==> src/hdl/sfr_pkg.sv <==
// ----------------------------------------------------------------------------
// Stream find and replace: shared package
// Types and constants used by the front end, the back end and the top level.
// ----------------------------------------------------------------------------
package sfr_pkg;

    localparam int BYTE_W    = 8;
    localparam int CMD_BYTES = 8;
    localparam int LEN_W     = 4;
    localparam int CFG_IDX_W = 2;
    localparam int CFG_W     = 64;

    typedef enum logic [CFG_IDX_W-1:0] {
        REG_PATTERN_BYTES      = 2'd0,
        REG_PATTERN_LENGTH     = 2'd1,
        REG_REPLACEMENT_BYTES  = 2'd2,
        REG_REPLACEMENT_LENGTH = 2'd3
    } sfr_reg_idx_t;

    // One command from the front end: the bytes to send, how many, and
    // whether the end mark closes them.
    typedef struct packed {
        logic [CMD_BYTES-1:0][BYTE_W-1:0] data;
        logic [LEN_W-1:0]                 count;
        logic                             last;
    } sfr_cmd_t;

    typedef struct packed {
        logic [BYTE_W-1:0] out_byte;
        logic              out_valid;
        logic              out_last;
    } sfr_res_t;

endpackage

==> src/hdl/sfr_fifo.sv <==
// ----------------------------------------------------------------------------
// Stream find and replace: small synchronous queue
// A register-based first-in first-out queue with full and empty flags.
// ----------------------------------------------------------------------------
module sfr_fifo #(
    parameter int DEPTH = 4,
    parameter int WIDTH = 8
) (
    input  logic             clk,
    input  logic             rst_n,
    input  logic             wr_en,
    input  logic [WIDTH-1:0] wr_data,
    input  logic             rd_en,
    output logic [WIDTH-1:0] rd_data,
    output logic             full,
    output logic             empty
);

    localparam int PW = (DEPTH > 1) ? $clog2(DEPTH) : 1;
    localparam int CW = $clog2(DEPTH + 1);

    logic [WIDTH-1:0] mem [DEPTH];
    logic [PW-1:0]    wr_ptr_reg, wr_ptr_next;
    logic [PW-1:0]    rd_ptr_reg, rd_ptr_next;
    logic [CW-1:0]    count_reg, count_next;
    logic             do_wr, do_rd;

    assign full    = (count_reg == CW'(DEPTH));
    assign empty   = (count_reg == '0);
    assign do_wr   = wr_en && !full;
    assign do_rd   = rd_en && !empty;
    assign rd_data = mem[rd_ptr_reg];

    always_comb
    begin
        wr_ptr_next = wr_ptr_reg;
        rd_ptr_next = rd_ptr_reg;
        count_next  = count_reg;
        if (do_wr)
        begin
            wr_ptr_next = (wr_ptr_reg == PW'(DEPTH - 1)) ? '0 : wr_ptr_reg + 1'b1;
        end
        if (do_rd)
        begin
            rd_ptr_next = (rd_ptr_reg == PW'(DEPTH - 1)) ? '0 : rd_ptr_reg + 1'b1;
        end
        if (do_wr && !do_rd)
        begin
            count_next = count_reg + 1'b1;
        end
        else if (do_rd && !do_wr)
        begin
            count_next = count_reg - 1'b1;
        end
    end

    always_ff @(posedge clk or negedge rst_n)
    begin
        if (!rst_n)
        begin
            wr_ptr_reg <= '0;
            rd_ptr_reg <= '0;
            count_reg  <= '0;
        end
        else
        begin
            wr_ptr_reg <= wr_ptr_next;
            rd_ptr_reg <= rd_ptr_next;
            count_reg  <= count_next;
        end
    end

    always_ff @(posedge clk)
    begin
        if (do_wr)
        begin
            mem[wr_ptr_reg] <= wr_data;
        end
    end

endmodule

==> src/hdl/sfr_front.sv <==
// ----------------------------------------------------------------------------
// Stream find and replace: front end
// Holds the window of pending bytes, compares it with the pattern in parallel
// and turns each accepted byte into at most one output command.
// ----------------------------------------------------------------------------
module sfr_front import sfr_pkg::*; #(
    parameter int MAX_PATTERN = 8
) (
    input  logic                      clk,
    input  logic                      rst_n,
    input  logic [CFG_W-1:0]          pattern_bytes,
    input  logic [LEN_W-1:0]          pattern_length,
    input  logic [CFG_W-1:0]          replacement_bytes,
    input  logic [LEN_W-1:0]          replacement_length,
    input  logic                      win_clear,
    input  logic                      accept,
    input  logic [BYTE_W-1:0]         in_byte,
    input  logic                      in_last,
    output logic                      cmd_push,
    output sfr_cmd_t                  cmd
);

    localparam int CW = $clog2(MAX_PATTERN + 1);
    localparam int IW = (MAX_PATTERN > 1) ? $clog2(MAX_PATTERN) : 1;

    logic [BYTE_W-1:0] win_reg [MAX_PATTERN];
    logic [BYTE_W-1:0] win_next [MAX_PATTERN];
    logic [BYTE_W-1:0] new_win [MAX_PATTERN];
    logic [CW-1:0]     cnt_reg, cnt_next;
    logic [CW-1:0]     plen;
    logic [CW-1:0]     wc;
    logic [LEN_W-1:0]  rlen;
    logic              win_full;
    logic              match;

    always_comb
    begin
        if (pattern_length == '0)
        begin
            plen = CW'(1);
        end
        else if (pattern_length > LEN_W'(MAX_PATTERN))
        begin
            plen = CW'(MAX_PATTERN);
        end
        else
        begin
            plen = CW'(pattern_length);
        end
        rlen = (replacement_length > LEN_W'(CMD_BYTES)) ? LEN_W'(CMD_BYTES)
                                                         : replacement_length;
    end

    always_comb
    begin
        for (int k = 0; k < MAX_PATTERN; k++)
        begin
            new_win[k] = win_reg[k];
        end
        new_win[cnt_reg[IW-1:0]] = in_byte;
        wc       = cnt_reg + 1'b1;
        win_full = (wc == plen);
        match    = 1'b1;
        for (int k = 0; k < MAX_PATTERN; k++)
        begin
            if ((CW'(k) < plen) && (new_win[k] != pattern_bytes[k*BYTE_W +: BYTE_W]))
            begin
                match = 1'b0;
            end
        end
    end

    always_comb
    begin
        cmd.data  = '0;
        cmd.count = '0;
        cmd.last  = in_last;
        cnt_next  = cnt_reg;
        for (int k = 0; k < MAX_PATTERN; k++)
        begin
            win_next[k] = new_win[k];
        end
        if (win_full && match)
        begin
            cmd.data  = replacement_bytes;
            cmd.count = rlen;
            cnt_next  = '0;
        end
        else if (in_last)
        begin
            for (int k = 0; k < MAX_PATTERN; k++)
            begin
                cmd.data[k] = new_win[k];
            end
            cmd.count = LEN_W'(wc);
            cnt_next  = '0;
        end
        else if (win_full)
        begin
            cmd.data[0] = new_win[0];
            cmd.count   = LEN_W'(1);
            cnt_next    = plen - 1'b1;
            for (int k = 0; k < MAX_PATTERN - 1; k++)
            begin
                win_next[k] = new_win[k + 1];
            end
        end
        else
        begin
            cnt_next = wc;
        end
        cmd_push = accept && (in_last || (cmd.count != '0));
    end

    always_ff @(posedge clk or negedge rst_n)
    begin
        if (!rst_n)
        begin
            cnt_reg <= '0;
        end
        else if (win_clear)
        begin
            cnt_reg <= '0;
        end
        else if (accept)
        begin
            cnt_reg <= cnt_next;
        end
    end

    always_ff @(posedge clk)
    begin
        if (accept)
        begin
            for (int k = 0; k < MAX_PATTERN; k++)
            begin
                win_reg[k] <= win_next[k];
            end
        end
    end

endmodule

==> src/hdl/sfr_back.sv <==
// ----------------------------------------------------------------------------
// Stream find and replace: back end
// Expands each command into single result transfers, one per cycle while the
// result queue has room, and a bare end mark for a byteless closing command.
// ----------------------------------------------------------------------------
module sfr_back import sfr_pkg::*; (
    input  logic     clk,
    input  logic     rst_n,
    input  sfr_cmd_t cmd,
    input  logic     cmd_empty,
    output logic     cmd_pop,
    input  logic     res_full,
    output logic     res_push,
    output sfr_res_t res
);

    localparam int IDX_W = $clog2(CMD_BYTES);

    logic [IDX_W-1:0] idx_reg, idx_next;
    logic             at_end;
    logic             bare;

    always_comb
    begin
        bare     = (cmd.count == '0);
        at_end   = bare || (LEN_W'(idx_reg) == cmd.count - 1'b1);
        res_push = !cmd_empty && !res_full;
        cmd_pop  = res_push && at_end;
        res.out_byte  = bare ? '0 : cmd.data[idx_reg];
        res.out_valid = !bare;
        res.out_last  = cmd.last && at_end;
        idx_next = idx_reg;
        if (res_push)
        begin
            idx_next = at_end ? '0 : idx_reg + 1'b1;
        end
    end

    always_ff @(posedge clk or negedge rst_n)
    begin
        if (!rst_n)
        begin
            idx_reg <= '0;
        end
        else
        begin
            idx_reg <= idx_next;
        end
    end

endmodule

==> src/hdl/stream_find_replace_top.sv <==
// ----------------------------------------------------------------------------
// Stream find and replace: top level
// Replaces every leftmost, non-overlapping occurrence of a pattern in a byte
// stream with a replacement; all other bytes pass through unchanged.
//
//   Channel   Handshake            Payload
//   input     push / full          in_byte, in_last
//   result    empty / pop          out_byte, out_valid, out_last
//   config    cfg_we               cfg_index, cfg_data
//
// One byte is accepted per cycle while the command queue has room.
// Each accepted byte yields zero to eight results; the back end sends one
// result per cycle while the result queue has room, finishing each byte first.
// The first result of a byte passes through both queues. Reset empties them,
// zeroes the window count and settings, and sets the pattern length to one.
// ----------------------------------------------------------------------------
module stream_find_replace_top import sfr_pkg::*; #(
    parameter int MAX_PATTERN = 8,
    parameter int CMD_DEPTH   = 2,
    parameter int OUT_DEPTH   = 4
) (
    input  logic                 clk,
    input  logic                 rst_n,
    input  logic                 cfg_we,
    input  logic [CFG_IDX_W-1:0] cfg_index,
    input  logic [CFG_W-1:0]     cfg_data,
    input  logic                 push,
    output logic                 full,
    input  logic [BYTE_W-1:0]    in_byte,
    input  logic                 in_last,
    output logic                 empty,
    input  logic                 pop,
    output logic [BYTE_W-1:0]    out_byte,
    output logic                 out_valid,
    output logic                 out_last
);

    logic [CFG_W-1:0] pattern_bytes_reg;
    logic [LEN_W-1:0] pattern_length_reg;
    logic [CFG_W-1:0] replacement_bytes_reg;
    logic [LEN_W-1:0] replacement_length_reg;

    logic     accept;
    logic     win_clear;
    logic     cmd_push, cmd_pop, cmd_full, cmd_empty;
    sfr_cmd_t cmd_in, cmd_out;
    logic     res_push, res_full;
    sfr_res_t res_in, res_out;

    assign accept    = push && !full;
    assign full      = cmd_full;
    assign win_clear = cfg_we && (sfr_reg_idx_t'(cfg_index) == REG_PATTERN_LENGTH);

    always_ff @(posedge clk or negedge rst_n)
    begin
        if (!rst_n)
        begin
            pattern_bytes_reg      <= '0;
            pattern_length_reg     <= LEN_W'(1);
            replacement_bytes_reg  <= '0;
            replacement_length_reg <= '0;
        end
        else if (cfg_we)
        begin
            case (sfr_reg_idx_t'(cfg_index))
                REG_PATTERN_BYTES:      pattern_bytes_reg      <= cfg_data;
                REG_PATTERN_LENGTH:     pattern_length_reg     <= cfg_data[LEN_W-1:0];
                REG_REPLACEMENT_BYTES:  replacement_bytes_reg  <= cfg_data;
                REG_REPLACEMENT_LENGTH: replacement_length_reg <= cfg_data[LEN_W-1:0];
                default:                pattern_bytes_reg      <= pattern_bytes_reg;
            endcase
        end
    end

    sfr_front #(
        .MAX_PATTERN(MAX_PATTERN)
    ) u_front (
        .clk               (clk),
        .rst_n             (rst_n),
        .pattern_bytes     (pattern_bytes_reg),
        .pattern_length    (pattern_length_reg),
        .replacement_bytes (replacement_bytes_reg),
        .replacement_length(replacement_length_reg),
        .win_clear         (win_clear),
        .accept            (accept),
        .in_byte           (in_byte),
        .in_last           (in_last),
        .cmd_push          (cmd_push),
        .cmd               (cmd_in)
    );

    sfr_fifo #(
        .DEPTH(CMD_DEPTH),
        .WIDTH($bits(sfr_cmd_t))
    ) u_cmd_fifo (
        .clk    (clk),
        .rst_n  (rst_n),
        .wr_en  (cmd_push),
        .wr_data(cmd_in),
        .rd_en  (cmd_pop),
        .rd_data(cmd_out),
        .full   (cmd_full),
        .empty  (cmd_empty)
    );

    sfr_back u_back (
        .clk      (clk),
        .rst_n    (rst_n),
        .cmd      (cmd_out),
        .cmd_empty(cmd_empty),
        .cmd_pop  (cmd_pop),
        .res_full (res_full),
        .res_push (res_push),
        .res      (res_in)
    );

    sfr_fifo #(
        .DEPTH(OUT_DEPTH),
        .WIDTH($bits(sfr_res_t))
    ) u_res_fifo (
        .clk    (clk),
        .rst_n  (rst_n),
        .wr_en  (res_push),
        .wr_data(res_in),
        .rd_en  (pop),
        .rd_data(res_out),
        .full   (res_full),
        .empty  (empty)
    );

    assign out_byte  = res_out.out_byte;
    assign out_valid = res_out.out_valid;
    assign out_last  = res_out.out_last;

endmodule

==> config.mk <==
export PLATFORM = sky130hd
export DESIGN_NAME = stream_find_replace_top
export DESIGN_NICKNAME = d
export VERILOG_FILES = /design/src/hdl/sfr_pkg.sv /design/src/hdl/sfr_fifo.sv /design/src/hdl/sfr_front.sv /design/src/hdl/sfr_back.sv /design/src/hdl/stream_find_replace_top.sv
export SDC_FILE = /design/constraint.sdc
export NUM_CORES = 1
export LEC_CHECK = 0
export ABC_CLOCK_PERIOD_IN_PS = 7410
export BUFFER_PORTS_ARGS = -buffer_cell sky130_fd_sc_hd__buf_2
export CORE_AREA = 8 8 166 247
export DETAILED_ROUTE_END_ITERATION = 10
export DIE_AREA = 0 0 174 255
export GPL_TIMING_DRIVEN = 0
export HOLD_SLACK_MARGIN = 0.08
export PLACE_DENSITY = 0.74
export SYNTH_ARGS = -nofsm -noshare
export SYNTH_HDL_FRONTEND = slang
export SYNTH_SLANG_ARGS = --single-unit
==> constraint.sdc <==
create_clock -name clk -period 7.41 [get_ports clk]
set_input_delay 1.482 -clock clk [delete_from_list [all_inputs] [get_ports clk]]
set_output_delay 1.482 -clock clk [all_outputs]
set_load 0.01 [all_outputs]
==> results.txt <==
clock slew at reported path FFs: 70 ps
Syn-to-layout area delta: 12.47%
Post-Synthesis Cells: 1,557
CTS resizes: 0
endpoint type of the worst setup path: flop
CTS tree: done
Crit Path Category: in -> reg
CP dominant cell by count: buf_8
clk root buf: clkbuf_16
max cap viols: 0
clk buf depth: 3
most common cell after layout, fill and taps aside: edfxtp_1
peak supply drop: 207.8 uV
final setup TNS: 0 ps
starting DRC count in detailed routing: 1,386
drt wl/cell: 27.60 um
leak pwr: 8.383 nW
GP Congestion: 0.9907
number of synthesized flops with an enable pin: 242
hold buffer count at cts: 0
port buffer count: 85
GRT overflow: 0
initial antenna violation count: 1
Largest register FFs: 138
DRT antenna net count: 0
asr flop ratio synth: 38.89%
GR Util All Layers: 27.35%
postcts setup bufs: 0
htree depth: 2
post-detail-place hpwl: 45,280 um
unrepaired setup endpoints after global routing: no
busiest grt layer: met2
Initial Util: 53.50%
die height: 255 um
maximum number of pins on one net before global-route repair: 82
status: complete, no violations
part of the cycle the worst path needs: 89.59%
area of the multi-input gates: 0.008029 sq mm
via count: 14,120
vias per cell: 6.385
Detailed Route WL: 61,050 um
fraction of layout cells with a size suffix above 1: 24.16%
top_reg_cell synth: edfxtp_1
die area: 0.04437 sq mm
CP startpoint kind: input pin
Syn Nets: 1,653
Num CTS Buffers: 39
Final min period: 6638 ps
# setup viols final: 0
critical-path cell list: clkbuf_1, clkbuf_1, mux2i_1, a22oi_1, nand4_1, o41ai_2, nand3_1, o21ai_0, a211oi_4, buf_8, buf_16, buf_8, buf_8
fin nets: 1,788
met3 Resource Use GR: 4.768%
GR met2 Demand/Resource: 47.36%
core area: 0.03723 sq mm
sum of buffers and inverters on the critical path: 6
Sink Count: 396
Biggest register: u_cmd_fifo.mem
IO Pins: 92
first drt pass iteration count: 5
YS warnings: 0
Slowest-stage cell, CP: o21ai_0
Mapped Avg Cell Area: 12.79 sq um
min-delay worst type: reg -> reg
sequential area share after synthesis: 55.84%
Non-Filler Instances: 2,212
Clock Skews: 25.29 ps
Critical Path Fanout Max: 19
global-route wire length before repair: 91,120 um
max incr delay on CP: 890 ps
WP data arrival: 6930 ps
row cnt: 87
Worst path top cell family by delay: buffers and inverters
FILL cells: 2,933
Slew headroom: 26.48%
Slew @ Worst Pin: 1103 ps
Yosys reg bits: 396
Mapped Area: 0.01992 sq mm
most frequent cells in the layout: edfxtp_1 (242), nand2_1 (166), dfrtp_1 (153), mux2_2 (123), buf_2 (114)
Cell Pwr Density: 392.3 mW/mm^2
Cell variety after synth: 72
Skew-Pair Late Insertion Delay: 550 ps
placed insts: 2,140
number of global-route vias before repair: 14,530
max-slew violations: 0
critical path required time: 7700 ps
Max Freq: 150.6 MHz
hold violation total from the final report: 0
Sequential cell area: 0.01112 sq mm
GR Layer Usage met1: 30.81%
# DRC: 0
chip width: 174 um
-- cells by family after synthesis --
kind of cell / count (synthesis) / share of synthesized area [%]
adders and majority gates: 16 / 1.043
buffers and inverters: 179 / 3.976
DFF: 396 / 55.84
and+or+nand+nor: 337 / 8.154
xor gates and xnor gates: 75 / 3.298
AOI/OAI and AO/OA: 320 / 11.89
muxes: 234 / 15.80
-- routing by layer --
metal	part of all wire, %	wire length, um
met1	36	21750
met3	7.2	4372
met5	0	0
met4	7.4	4488
met2	50	30440
-- worst paths after layout --
kind / startpoint / to / slack [ps] / cells after the start
worst max-delay path: in_byte[1] / u_cmd_fifo.mem[1][33] / 770 / 13
worst min-delay path: u_cmd_fifo.count_reg[1] / u_cmd_fifo.count_reg[1] / 490 / 1
worst max register to register: u_front.cnt_reg[1] / u_cmd_fifo.mem[1][33] / 1700 / 15
worst min register to register: u_cmd_fifo.count_reg[1] / u_cmd_fifo.count_reg[1] / 490 / 1
max in group asynchronous: rst_n / pattern_length_reg[0] / 5570 / 2
min in group asynchronous: rst_n / replacement_bytes_reg[29] / 940 / 1
-- worst register-to-register path: cells and delay by family (launching register included) --
| family | cells | cell delay (ps) |
|---|---|---|
| AOI/OAI and AO/OA | 4 | 2100 |
| muxes | 1 | 340 |
| buffers and inverters | 6 | 1210 |
| and+or+nand+nor | 4 | 1380 |
| DFF | 1 | 400 |
-- metrics by stage --
stage               hold WS (ps)  power, mW  setup WS (ps)  cell area (sq um)  utilization [%]
floorplan                  450.2      5.771          -1426              19920                -
global placement           468.6      6.689          -5569              20960            56.29
detailed placement         493.0      6.829          598.8              21150            56.81
CTS                        498.4      8.777           1136              22400            60.17
global route               519.6      9.172          779.9              22400            60.17
finish                     491.8      8.788          771.6              22400            60.17
-- cells in the mapped netlist (11+ instances only) --
cell,n,area (sq um)
ha_1,15,187.7
o31ai_1,88,660.6
nor2_1,43,161.4
nand4_1,11,68.82
buf_2,30,150.1
xor2_1,23,201.4
nand2b_1,14,87.58
a222oi_1,11,110.1
edfxtp_1,242,7267
dfrtp_1,153,3829
nor3_1,12,60.06
o221a_2,22,247.7
mux4_2,50,1126
clkbuf_1,60,225.2
a21oi_1,45,225.2
nor2b_1,22,137.6
nand2_1,166,623.1
or3_1,26,162.7
o32a_1,24,240.2
nand3_1,14,70.07
inv_1,62,232.7
o21ai_1,26,130.1
mux2i_1,59,590.6
mux2_2,123,1385
o21ai_0,36,180.2
xnor2_1,52,455.4
-- power breakdown --
group | internal [mW] | switching [mW]
clock | 1.09 | 0.855
combinational | 1.40 | 1.81
sequential | 3.20 | 0.436
-- area by class of cell --
| cell class | instances | share of cell area, % |
|---|---|---|
| clock inverter | 17 | 0.6479 |
| antenna | 1 | 0.01117 |
| tap | 489 | 2.731 |
| timing repair buffer | 94 | 2.642 |
| clock buffer | 54 | 4.932 |
| multi-input combinational | 982 | 35.84 |
| sequential | 396 | 49.65 |
| inverter | 65 | 1.100 |
| buffer | 114 | 2.446 |
No activity file was read; power rests on OpenSTA's default activity.
